[src/rtl/core/assert_macros.svh]
// Assertion wrappers, clocked on clk and held off during rst.
`ifndef ASSERT_MACROS_SVH
`define ASSERT_MACROS_SVH
`ifndef SYNTHESIS
`define CHK_ALWAYS(lbl, expr, msg) \
  lbl: assert property (@(posedge clk) disable iff (rst) (expr)) else $error(msg);
`define CHK_IMPLY(lbl, ante, cons, msg) \
  lbl: assert property (@(posedge clk) disable iff (rst) (ante) |-> (cons)) else $error(msg);
`define CHK_NEXT(lbl, ante, cons, msg) \
  lbl: assert property (@(posedge clk) disable iff (rst) (ante) |=> (cons)) else $error(msg);
`else
`define CHK_ALWAYS(lbl, expr, msg)
`define CHK_IMPLY(lbl, ante, cons, msg)
`define CHK_NEXT(lbl, ante, cons, msg)
`endif
`endif

[src/rtl/core/scas_pkg.sv]
package scas_pkg;

  localparam int POOL_COUNT          = 5;
  localparam int MAX_SLOTS           = 256;
  localparam int SMALLEST_SLOT_BYTES = 16;
  localparam int WORD_BITS           = 32;

  localparam int SLOT_W         = $clog2(MAX_SLOTS);
  localparam int CNT_W          = SLOT_W + 1;
  localparam int BIT_W          = $clog2(WORD_BITS);
  localparam int WIDX_W         = SLOT_W - BIT_W;
  localparam int WORDS_PER_POOL = MAX_SLOTS / WORD_BITS;
  localparam int MEM_WORDS      = POOL_COUNT * WORDS_PER_POOL;
  localparam int POOL_SEL_W     = $clog2(POOL_COUNT);
  localparam int POOL_CNT_W     = $clog2(POOL_COUNT + 1);
  localparam int ADDR_W         = POOL_SEL_W + WIDX_W;
  localparam int CLR_W          = $clog2(MEM_WORDS);
  localparam int MOD_CNT_W      = $clog2(SLOT_W);

  // item field widths
  localparam int LEN_W     = 9;
  localparam int POOL_W    = 3;
  localparam int GSLOT_W   = 8;
  localparam int TOTAL_W   = 11;
  localparam int STATUS_W  = 2;
  localparam int CFG_W     = 9;
  localparam int CFG_IDX_W = 3;
  localparam int CFG_COUNT = 5;

  localparam logic [CFG_W-1:0] CFG_RESET [CFG_COUNT] = '{
    CFG_W'(256), CFG_W'(256), CFG_W'(128), CFG_W'(128), CFG_W'(64)
  };

  typedef enum logic [STATUS_W-1:0] {
    ST_OK       = 2'd0,
    ST_NO_SPACE = 2'd1,
    ST_BAD_FREE = 2'd2
  } status_t;

  typedef enum logic {
    FUNC_ALLOC = 1'b0,
    FUNC_FREE  = 1'b1
  } func_t;

  typedef struct packed {
    func_t              func;
    logic [LEN_W-1:0]   request_length;
    logic [POOL_W-1:0]  free_pool;
    logic [GSLOT_W-1:0] free_slot;
  } in_item_t;

  typedef struct packed {
    status_t            status;
    logic [POOL_W-1:0]  granted_pool;
    logic [GSLOT_W-1:0] granted_slot;
    logic [TOTAL_W-1:0] total_in_use;
  } out_item_t;

  typedef struct packed {
    logic                 we;
    logic [ADDR_W-1:0]    addr;
    logic [WORD_BITS-1:0] data;
  } mem_wr_t;

  typedef struct packed {
    logic [WORD_BITS-1:0] word;
    logic [WIDX_W-1:0]    widx;
    logic [SLOT_W-1:0]    start;
    logic [CNT_W-1:0]     limit;
    logic                 wrap;
  } scan_req_t;

  typedef struct packed {
    logic             found;
    logic [BIT_W-1:0] bit_idx;
  } scan_rsp_t;

  typedef enum logic [3:0] {
    S_CLEAR,
    S_IDLE,
    S_POOL,
    S_MOD,
    S_RD,
    S_EXAM,
    S_FREE_RD,
    S_FREE_CHK,
    S_RESP
  } state_t;

endpackage

[src/rtl/core/scas_occ_ram.sv]
module scas_occ_ram (
  input  logic                            clk,
  input  scas_pkg::mem_wr_t               wr,
  input  logic [scas_pkg::ADDR_W-1:0]     raddr,
  output logic [scas_pkg::WORD_BITS-1:0]  rdata
);
  import scas_pkg::*;

  logic [WORD_BITS-1:0] mem [MEM_WORDS];

  always_ff @(posedge clk) begin
    if (wr.we) begin
      mem[wr.addr] <= wr.data;
    end
    rdata <= mem[raddr];
  end

endmodule

[src/rtl/core/scas_scan_unit.sv]
module scas_scan_unit (
  input  scas_pkg::scan_req_t req,
  output scas_pkg::scan_rsp_t rsp
);
  import scas_pkg::*;

  // lowest free slot of one occupancy word inside the search window
  always_comb begin
    logic [SLOT_W-1:0] slot_b;
    logic              in_win;
    rsp    = '0;
    slot_b = '0;
    in_win = 1'b0;
    for (int b = WORD_BITS - 1; b >= 0; b--) begin
      slot_b = {req.widx, BIT_W'(b)};
      if (req.wrap) begin
        in_win = slot_b < req.start;
      end else begin
        in_win = (slot_b >= req.start) && ({1'b0, slot_b} < req.limit);
      end
      if (!req.word[b] && in_win) begin
        rsp.found   = 1'b1;
        rsp.bit_idx = BIT_W'(b);
      end
    end
  end

endmodule

[src/rtl/core/scas_ctrl.sv]
`include "assert_macros.svh"

module scas_ctrl (
  input  logic                             clk,
  input  logic                             rst,
  input  logic                             in_valid,
  output logic                             in_ready,
  input  scas_pkg::in_item_t               in_data,
  output logic                             out_valid,
  input  logic                             out_ready,
  output scas_pkg::out_item_t              out_data,
  input  logic [scas_pkg::CNT_W-1:0]       usable [scas_pkg::POOL_COUNT],
  output scas_pkg::mem_wr_t                mem_wr,
  output logic [scas_pkg::ADDR_W-1:0]      raddr,
  input  logic [scas_pkg::WORD_BITS-1:0]   rdata,
  output scas_pkg::scan_req_t              scan_req,
  input  scas_pkg::scan_rsp_t              scan_rsp
);
  import scas_pkg::*;

  state_t state, state_next;

  logic [CLR_W-1:0]      clr;
  logic [POOL_CNT_W-1:0] p;
  logic [SLOT_W-1:0]     start;
  logic [CNT_W-1:0]      nreg;
  logic [WIDX_W-1:0]     w;
  logic                  wrap;
  logic [MOD_CNT_W-1:0]  mcnt;
  logic [CNT_W-1:0]      rem;
  logic [SLOT_W-1:0]     slot_reg;
  logic [SLOT_W-1:0]     nfs      [POOL_COUNT];
  logic [CNT_W-1:0]      pool_use [POOL_COUNT];
  logic [TOTAL_W-1:0]    all_use;
  status_t               res_status;
  logic [POOL_W-1:0]     res_pool;
  logic [GSLOT_W-1:0]    res_slot;

  logic [POOL_SEL_W-1:0] p_sel;
  logic                  p_done;
  logic [CNT_W-1:0]      n_cur;
  logic [SLOT_W-1:0]     nfs_cur;
  logic [LEN_W:0]        need;
  logic                  too_long;
  logic [POOL_CNT_W-1:0] first_pool;
  logic                  free_null;
  logic                  free_bad;
  logic [CNT_W-1:0]      mod_tmp;
  logic [CNT_W-1:0]      mod_next;
  logic [CNT_W-1:0]      n_minus;
  logic [WIDX_W-1:0]     last_w;
  logic [WIDX_W-1:0]     start_w;
  logic [SLOT_W-1:0]     gslot;
  logic                  scan_end;
  logic                  out_load;
  logic                  free_hit;

  assign p_sel   = p[POOL_SEL_W-1:0];
  assign p_done  = p == POOL_CNT_W'(POOL_COUNT);
  assign n_cur   = usable[p_sel];
  assign nfs_cur = nfs[p_sel];

  assign need      = {1'b0, in_data.request_length} + 1'b1;
  assign too_long  = int'(need) > (SMALLEST_SLOT_BYTES << (POOL_COUNT - 1));
  assign free_null = in_data.free_pool == '0;
  assign free_bad  = (int'(in_data.free_pool) > POOL_COUNT) ||
                     (int'(in_data.free_slot) >= MAX_SLOTS);

  always_comb begin
    first_pool = '0;
    for (int i = POOL_COUNT - 1; i >= 0; i--) begin
      if (int'(need) <= (SMALLEST_SLOT_BYTES << i)) begin
        first_pool = POOL_CNT_W'(i);
      end
    end
  end

  // one restoring step of next-fit pointer mod slot count
  assign mod_tmp  = {rem[SLOT_W-1:0], nfs_cur[mcnt]};
  assign mod_next = (mod_tmp >= nreg) ? (mod_tmp - nreg) : mod_tmp;

  assign n_minus  = nreg - 1'b1;
  assign last_w   = n_minus[SLOT_W-1:BIT_W];
  assign start_w  = start[SLOT_W-1:BIT_W];
  assign gslot    = {w, scan_rsp.bit_idx};
  assign scan_end = wrap ? (w == start_w) : ((w == last_w) && (start == '0));
  assign out_load = !out_valid || out_ready;
  assign free_hit = rdata[slot_reg[BIT_W-1:0]];

  assign scan_req.word  = rdata;
  assign scan_req.widx  = w;
  assign scan_req.start = start;
  assign scan_req.limit = nreg;
  assign scan_req.wrap  = wrap;

  assign raddr = {p_sel, w};

  always_comb begin
    state_next = state;
    case (state)
      S_CLEAR: begin
        if (clr == CLR_W'(MEM_WORDS - 1)) state_next = S_IDLE;
      end
      S_IDLE: begin
        if (in_valid) begin
          if (in_data.func == FUNC_ALLOC) begin
            state_next = too_long ? S_RESP : S_POOL;
          end else if (free_null || free_bad) begin
            state_next = S_RESP;
          end else begin
            state_next = S_FREE_RD;
          end
        end
      end
      S_POOL: begin
        if (p_done) begin
          state_next = S_RESP;
        end else if (n_cur != '0) begin
          state_next = ({1'b0, nfs_cur} < n_cur) ? S_RD : S_MOD;
        end
      end
      S_MOD: begin
        if (mcnt == '0) state_next = S_RD;
      end
      S_RD: state_next = S_EXAM;
      S_EXAM: begin
        if (scan_rsp.found) begin
          state_next = S_RESP;
        end else if (scan_end) begin
          state_next = S_POOL;
        end else begin
          state_next = S_RD;
        end
      end
      S_FREE_RD:  state_next = S_FREE_CHK;
      S_FREE_CHK: state_next = S_RESP;
      S_RESP: begin
        if (out_load) state_next = S_IDLE;
      end
      default: state_next = S_CLEAR;
    endcase
  end

  always_comb begin
    in_ready = 1'b0;
    mem_wr   = '0;
    case (state)
      S_CLEAR: begin
        mem_wr.we   = 1'b1;
        mem_wr.addr = ADDR_W'(clr);
      end
      S_IDLE: in_ready = 1'b1;
      S_EXAM: begin
        mem_wr.we   = scan_rsp.found;
        mem_wr.addr = raddr;
        mem_wr.data = rdata | (WORD_BITS'(1) << scan_rsp.bit_idx);
      end
      S_FREE_CHK: begin
        mem_wr.we   = free_hit;
        mem_wr.addr = raddr;
        mem_wr.data = rdata & ~(WORD_BITS'(1) << slot_reg[BIT_W-1:0]);
      end
      default: begin
        in_ready = 1'b0;
      end
    endcase
  end

  always_ff @(posedge clk) begin
    if (rst) begin
      state     <= S_CLEAR;
      clr       <= '0;
      out_valid <= 1'b0;
      all_use   <= '0;
      for (int i = 0; i < POOL_COUNT; i++) begin
        nfs[i]      <= '0;
        pool_use[i] <= '0;
      end
    end else begin
      state <= state_next;
      if (state == S_RESP && out_load) begin
        out_valid <= 1'b1;
        out_data  <= '{status: res_status, granted_pool: res_pool,
                       granted_slot: res_slot, total_in_use: all_use};
      end else if (out_ready) begin
        out_valid <= 1'b0;
      end
      case (state)
        S_CLEAR: clr <= clr + 1'b1;
        S_IDLE: begin
          if (in_valid) begin
            res_status <= ST_OK;
            res_pool   <= '0;
            res_slot   <= '0;
            slot_reg   <= SLOT_W'(in_data.free_slot);
            if (in_data.func == FUNC_ALLOC) begin
              p <= first_pool;
              if (too_long) res_status <= ST_NO_SPACE;
            end else if (!free_null) begin
              if (free_bad) begin
                res_status <= ST_BAD_FREE;
              end else begin
                p <= POOL_CNT_W'(in_data.free_pool - 1'b1);
                w <= in_data.free_slot[SLOT_W-1:BIT_W];
              end
            end
          end
        end
        S_POOL: begin
          if (p_done) begin
            res_status <= ST_NO_SPACE;
          end else if (n_cur == '0) begin
            p <= p + 1'b1;
          end else begin
            nreg <= n_cur;
            wrap <= 1'b0;
            if ({1'b0, nfs_cur} < n_cur) begin
              start <= nfs_cur;
              w     <= nfs_cur[SLOT_W-1:BIT_W];
            end else begin
              rem  <= '0;
              mcnt <= MOD_CNT_W'(SLOT_W - 1);
            end
          end
        end
        S_MOD: begin
          rem  <= mod_next;
          mcnt <= mcnt - 1'b1;
          if (mcnt == '0) begin
            start <= mod_next[SLOT_W-1:0];
            w     <= mod_next[SLOT_W-1:BIT_W];
          end
        end
        S_EXAM: begin
          if (scan_rsp.found) begin
            nfs[p_sel]      <= gslot;
            pool_use[p_sel] <= pool_use[p_sel] + 1'b1;
            all_use         <= all_use + 1'b1;
            res_pool        <= POOL_W'(p + 1'b1);
            res_slot        <= GSLOT_W'(gslot);
          end else if (scan_end) begin
            p <= p + 1'b1;
          end else if (!wrap && w == last_w) begin
            wrap <= 1'b1;
            w    <= '0;
          end else begin
            w <= w + 1'b1;
          end
        end
        S_FREE_CHK: begin
          if (!free_hit) begin
            res_status <= ST_BAD_FREE;
          end else begin
            if (pool_use[p_sel] != '0) pool_use[p_sel] <= pool_use[p_sel] - 1'b1;
            if (all_use != '0) all_use <= all_use - 1'b1;
          end
        end
        default: begin
        end
      endcase
    end
  end

  `CHK_IMPLY(a_wr_state, mem_wr.we, (state == S_CLEAR) || (state == S_EXAM) || (state == S_FREE_CHK), "occupancy write outside clear, grant or free")
  `CHK_IMPLY(a_wr_range, mem_wr.we, int'(mem_wr.addr) < MEM_WORDS, "occupancy write beyond memory")
  `CHK_NEXT(a_grant_count, (state == S_EXAM) && scan_rsp.found, all_use == $past(all_use) + 1'b1, "grant did not bump total")
  `CHK_IMPLY(a_fail_no_pool, out_valid && (out_data.status != ST_OK), out_data.granted_pool == '0, "failed item carries a pool")

endmodule

[src/rtl/core/size_class_slot_allocator_unit.sv]
// Alloc: pool selection, restoring reduction of the next-fit pointer mod slot count when it is
//   at or past that count, then read and scan of occupancy words, moving on to further pools;
//   free reads and checks one word; null or invalid free and oversize alloc go straight to the
//   response, which a stalled output holds. One item at a time; in_ready only in idle, entered
//   as the result is registered. Scan rate set by one memory read port and the 32-bit scan unit.
// Reset (sync, rst high): 40-word clearing pass, in_ready low; config writes taken throughout.
module size_class_slot_allocator_unit (
  input  logic                             clk,
  input  logic                             rst,
  input  logic                             in_valid,
  output logic                             in_ready,
  input  scas_pkg::in_item_t               in_data,
  output logic                             out_valid,
  input  logic                             out_ready,
  output scas_pkg::out_item_t              out_data,
  input  logic                             cfg_we,
  input  logic [scas_pkg::CFG_IDX_W-1:0]   cfg_index,
  input  logic [scas_pkg::CFG_W-1:0]       cfg_data
);
  import scas_pkg::*;

  logic [CFG_W-1:0]     cfg_slots [POOL_COUNT];
  logic [CNT_W-1:0]     usable    [POOL_COUNT];
  mem_wr_t              mem_wr;
  logic [ADDR_W-1:0]    raddr;
  logic [WORD_BITS-1:0] rdata;
  scan_req_t            scan_req;
  scan_rsp_t            scan_rsp;

  for (genvar i = 0; i < POOL_COUNT; i++) begin : g_cfg
    if (i < CFG_COUNT) begin : g_reg
      always_ff @(posedge clk) begin
        if (rst) begin
          cfg_slots[i] <= CFG_RESET[i];
        end else if (cfg_we && cfg_index == CFG_IDX_W'(i)) begin
          cfg_slots[i] <= cfg_data;
        end
      end
    end else begin : g_fixed
      assign cfg_slots[i] = CFG_W'(MAX_SLOTS);
    end
    assign usable[i] = (int'(cfg_slots[i]) > MAX_SLOTS) ? CNT_W'(MAX_SLOTS)
                                                        : CNT_W'(cfg_slots[i]);
  end

  scas_occ_ram u_ram (
    .clk   (clk),
    .wr    (mem_wr),
    .raddr (raddr),
    .rdata (rdata)
  );

  scas_scan_unit u_scan (
    .req (scan_req),
    .rsp (scan_rsp)
  );

  scas_ctrl u_ctrl (
    .clk       (clk),
    .rst       (rst),
    .in_valid  (in_valid),
    .in_ready  (in_ready),
    .in_data   (in_data),
    .out_valid (out_valid),
    .out_ready (out_ready),
    .out_data  (out_data),
    .usable    (usable),
    .mem_wr    (mem_wr),
    .raddr     (raddr),
    .rdata     (rdata),
    .scan_req  (scan_req),
    .scan_rsp  (scan_rsp)
  );

endmodule
[config.mk]
export PLATFORM = sky130hd
export DESIGN_NAME = size_class_slot_allocator_unit
export DESIGN_NICKNAME = d
export VERILOG_FILES = /design/src/rtl/core/scas_pkg.sv /design/src/rtl/core/scas_occ_ram.sv /design/src/rtl/core/scas_scan_unit.sv /design/src/rtl/core/scas_ctrl.sv /design/src/rtl/core/size_class_slot_allocator_unit.sv
export VERILOG_INCLUDE_DIRS = /design/src /design/src/rtl/core
export SDC_FILE = /design/constraint.sdc
export NUM_CORES = 2
export LEC_CHECK = 0
export ABC_AREA = 1
export BUFFER_PORTS_ARGS = -buffer_cell sky130_fd_sc_hd__buf_4
export CORE_ASPECT_RATIO = 0.6
export CORE_MARGIN = 2
export CORE_UTILIZATION = 55
export DETAILED_ROUTE_END_ITERATION = 8
export MAX_ROUTING_LAYER = met4
export PLACE_DENSITY = 0.77
export SYNTH_ARGS = -nofsm -noshare
export SYNTH_HDL_FRONTEND = slang
export SYNTH_HIERARCHICAL = 1
export SYNTH_SLANG_ARGS = --single-unit
[constraint.sdc]
create_clock -name clk -period 19.65 [get_ports clk]
set_clock_uncertainty 0.1 [all_clocks]
set_input_delay 1.965 -clock clk [delete_from_list [all_inputs] [get_ports clk]]
set_output_delay 1.965 -clock clk [all_outputs]
set_load 0.005 [all_outputs]
==> results.py <==
metrics = {
    "run_status": {
        "status": "complete, no violations",
    },
    "clocking": {
        "path_clk_slew_ps": 70,
        "clockBufferDepth": 3,
        "cts_root_buffer": "clkbuf_16",
        "clk_latency_ps": 780,
        "cts_buffers": 133,
        "cts_resized": 0,
        "cts_tree": "built",
        "holdBufCountCts": 0,
        "postCtsSetupBuffers": 0,
        "cts_sinks": 1523,
        "ctsHtreeMaxLevel": 4,
    },
    "cells_and_area": {
        "syn_to_final_growth_pct": 9.390,
        "drive_gt1_share_pct": 8.744,
        "final_net_count": 6164,
        "utilization_pct": 61.00,
        "nFillCells": 9188,
        "regMostFlops": "u_ram/mem",
        "antenna_cells": 0,
        "largest_reg_flops": 1280,
        "top_regs": "u_ram/mem (1280), u_ctrl/nfs (64), cfg_slots (45)",
    },
    "synthesis": {
        "syn_nets": 6228,
        "synthArstFlopShare_pct": 0,
        "synth-simple-area-share_pct": 21.60,
        "synth_top_family_by_area": "simple AND/OR/NAND/NOR gates",
        "synthCells": 6143,
        "ys_seq_area_share_pct": 67.68,
        "synth_xor_xnor_area_share_pct": 0.2756,
        "synth_edf_count": 1466,
        "ys_top_cells_by_area": "edfxtp_1 66%, nand2_1 9.6%, nand3_1 7.1%",
        "muxShareOfSynthArea_pct": 0,
        "synth_fa_ha_area_share_pct": 0.9037,
        "ys.flop_type": "edfxtp_1",
        "syn_avg_cell_area_um2": 10.86,
        "synth_seq_cells": 1523,
        "yosysWarnings": 6,
        "synth-compound-area-share_pct": 4.969,
        "syn_area_um2": 66730,
        "ys_types": 63,
        "yosysMostFrequentCell": "nand2_1",
        "yosys.area.top_type": "edfxtp_1",
        "synth_commonest_cells": "1699 x nand2_1, 1466 x edfxtp_1, 952 x nand3_1",
        "synth_top_area_share_pct": 65.97,
    },
    "critical_path": {
        "crit_path_end_kind": "register",
        "crit_path_start": "u_ctrl/w[2]$_DFFE_PP_",
        "cpPeakStageDelay_ps": 650,
        "crit_top_cell": "nor2_1",
        "critPathRequiredTime_ps": 20040,
        "cp_data_arrival_time_ps": 7410,
        "start_kind": "register",
        "worst-setup-path-type": "register to register",
        "r2r_start": "u_ctrl/w[2]$_DFFE_PP_",
        "cp_slowest_cell": "buf_4",
        "crit_fanout": 53,
    },
    "placed_design": {
        "place.gp.congestion": 1.024,
        "portBuffers": 63,
        "dpl.hpwl_mm": 110.1,
    },
    "power": {
        "power.density_nw_per_um2": 86.30,
        "power_mw": 6.300,
        "peakVddDrop_v": 0.00008382,
        "p_leak_nw": 28.49,
    },
    "floorplan": {
        "coreArea_um2": 119700,
        "num_io_pins": 64,
        "die_y_um": 273.8,
        "start_util_pct": 55.76,
        "dieArea_um2": 124200,
        "fp-row-count": 98,
        "fp.dieW_um": 453.7,
    },
    "detailed_routing": {
        "wl_per_cell_um": 23.84,
        "vias": 47720,
        "dr.pass1.iters": 7,
        "viasPerCell": 6.128,
        "postRouteAntennaNets": 0,
        "drc_errors": 0,
        "drt_iter0_markers": 7649,
        "wirelength_mm": 185.6,
    },
    "timing": {
        "max_slew_margin_pct": 11.96,
        "fin_hold_ws_ps": 310.8,
        "setup_violations": 0,
        "finalCriticalPeriod_ps": 7015,
        "rsz0062_at_grt": "no",
        "period_share_pct": 35.70,
        "drv_slew": 0,
        "tightest_slew_ps": 1317,
        "tns_ps": 0,
        "finalHoldViolations": 0,
        "clock.fmax_mhz": 142.5,
    },
    "grt": {
        "antenna_found_initial": 2,
        "grt_max_degree": 229,
        "track_usage_pct": 30.55,
        "overflow": 0,
        "grt_pass1_wl_mm": 275.4,
        "grt_pass1_vias": 43760,
    },
    "job": {
        "maxCapViolCount": 0,
    },
    "hold_path": {
        "hold_path_startpoint": "u_ctrl/res_pool[1]$_SDFFCE_PN0P_",
        "hold_class": "register to register",
    },
}
==> worst paths after layout <==
kind                                                 endpoint  slack, ps  cells after the start
worst max register to register     u_ram/mem[1][22]$_DFFE_PP_      12630                     30
worst min-delay path            u_ctrl/out_data[20]$_DFFE_PP_        310                      0
worst min register to register  u_ctrl/out_data[20]$_DFFE_PP_        310                      0
worst max-delay path               u_ram/mem[1][22]$_DFFE_PP_      12630                     30
==> layer usage <==
| layer | track usage, % | routed length, um |
|---|---|---|
| met2 | 39.75 | 75600 |
| met1 | 46.23 | 76860 |
| met4 | 8.140 | 4234 |
| met3 | 9.104 | 28920 |
| met5 | - | 0 |
==> power by group <==
group	internal, mW	leakage (nW)	switching, mW
Combinational	0.0225	9.64	0.0710
Sequential	3.54	16.8	0.00991
Clock	1.47	2.09	1.18
==> layout make-up <==
class	instances	area [um2]	area share, %
Tap cell	1600	2002	2.742
Clock inverter	66	734.5	1.006
Inverter	266	1035	1.417
Multi-Input combinational cell	3981	19080	26.14
Timing Repair Buffer	174	1381	1.892
Clock buffer	177	3598	4.929
Sequential cell	1523	45160	61.87
==> kinds of logic (layout without fill, tap and decap cells) <==
logic type / after synthesis / count (layout)
fa+ha+maj: 47 / 47
buf+inv: 639 / 683
compound gates: 552 / 552
flops: 1523 / 1523
simple gates: 3361 / 3361
xor+xnor: 21 / 21
==> placed cells by master, fill, tap and decap left out, drive strengths merged, types with 4 or more instances in the layout <==
master	count
o22ai	47
nand2	1720
o21ai	231
or2	5
o21bai	4
clkinvlp	6
clkbuf	177
a21oi	125
o221ai	35
nor2	570
o31ai	5
xnor2	11
nor3	40
a211o	4
xor2	10
o2111ai	7
edfxtp	1466
buf	174
a2bb2oi	9
nor4	18
bufinv	13
a31oi	9
nand3	960
a211oi	14
clkinv	44
o211ai	49
dfxtp	57
ha	45
inv	269
nand4	41
==> critical path: cells and delay by family (launching register included) <==
kind            cells  cell delay, ps
flops               1             330
compound gates      8            1490
fa+ha+maj           1             410
buf+inv             5            1960
simple gates       16            2390
==> stage by stage <==
| step | area, um2 | setup slack (ps) | std cells |
|---|---|---|---|
| floorplan | 66730 | 12720 | 6143 |
| global placement | 68670 | 12930 | 7544 |
| detailed placement | 68670 | 12940 | 7544 |
| CTS | 73000 | 12890 | 7787 |
| global route | 73000 | 12260 | 7787 |
| finish | 73000 | 12630 | 7787 |
Note: power is estimated with default switching activity, not from simulation.
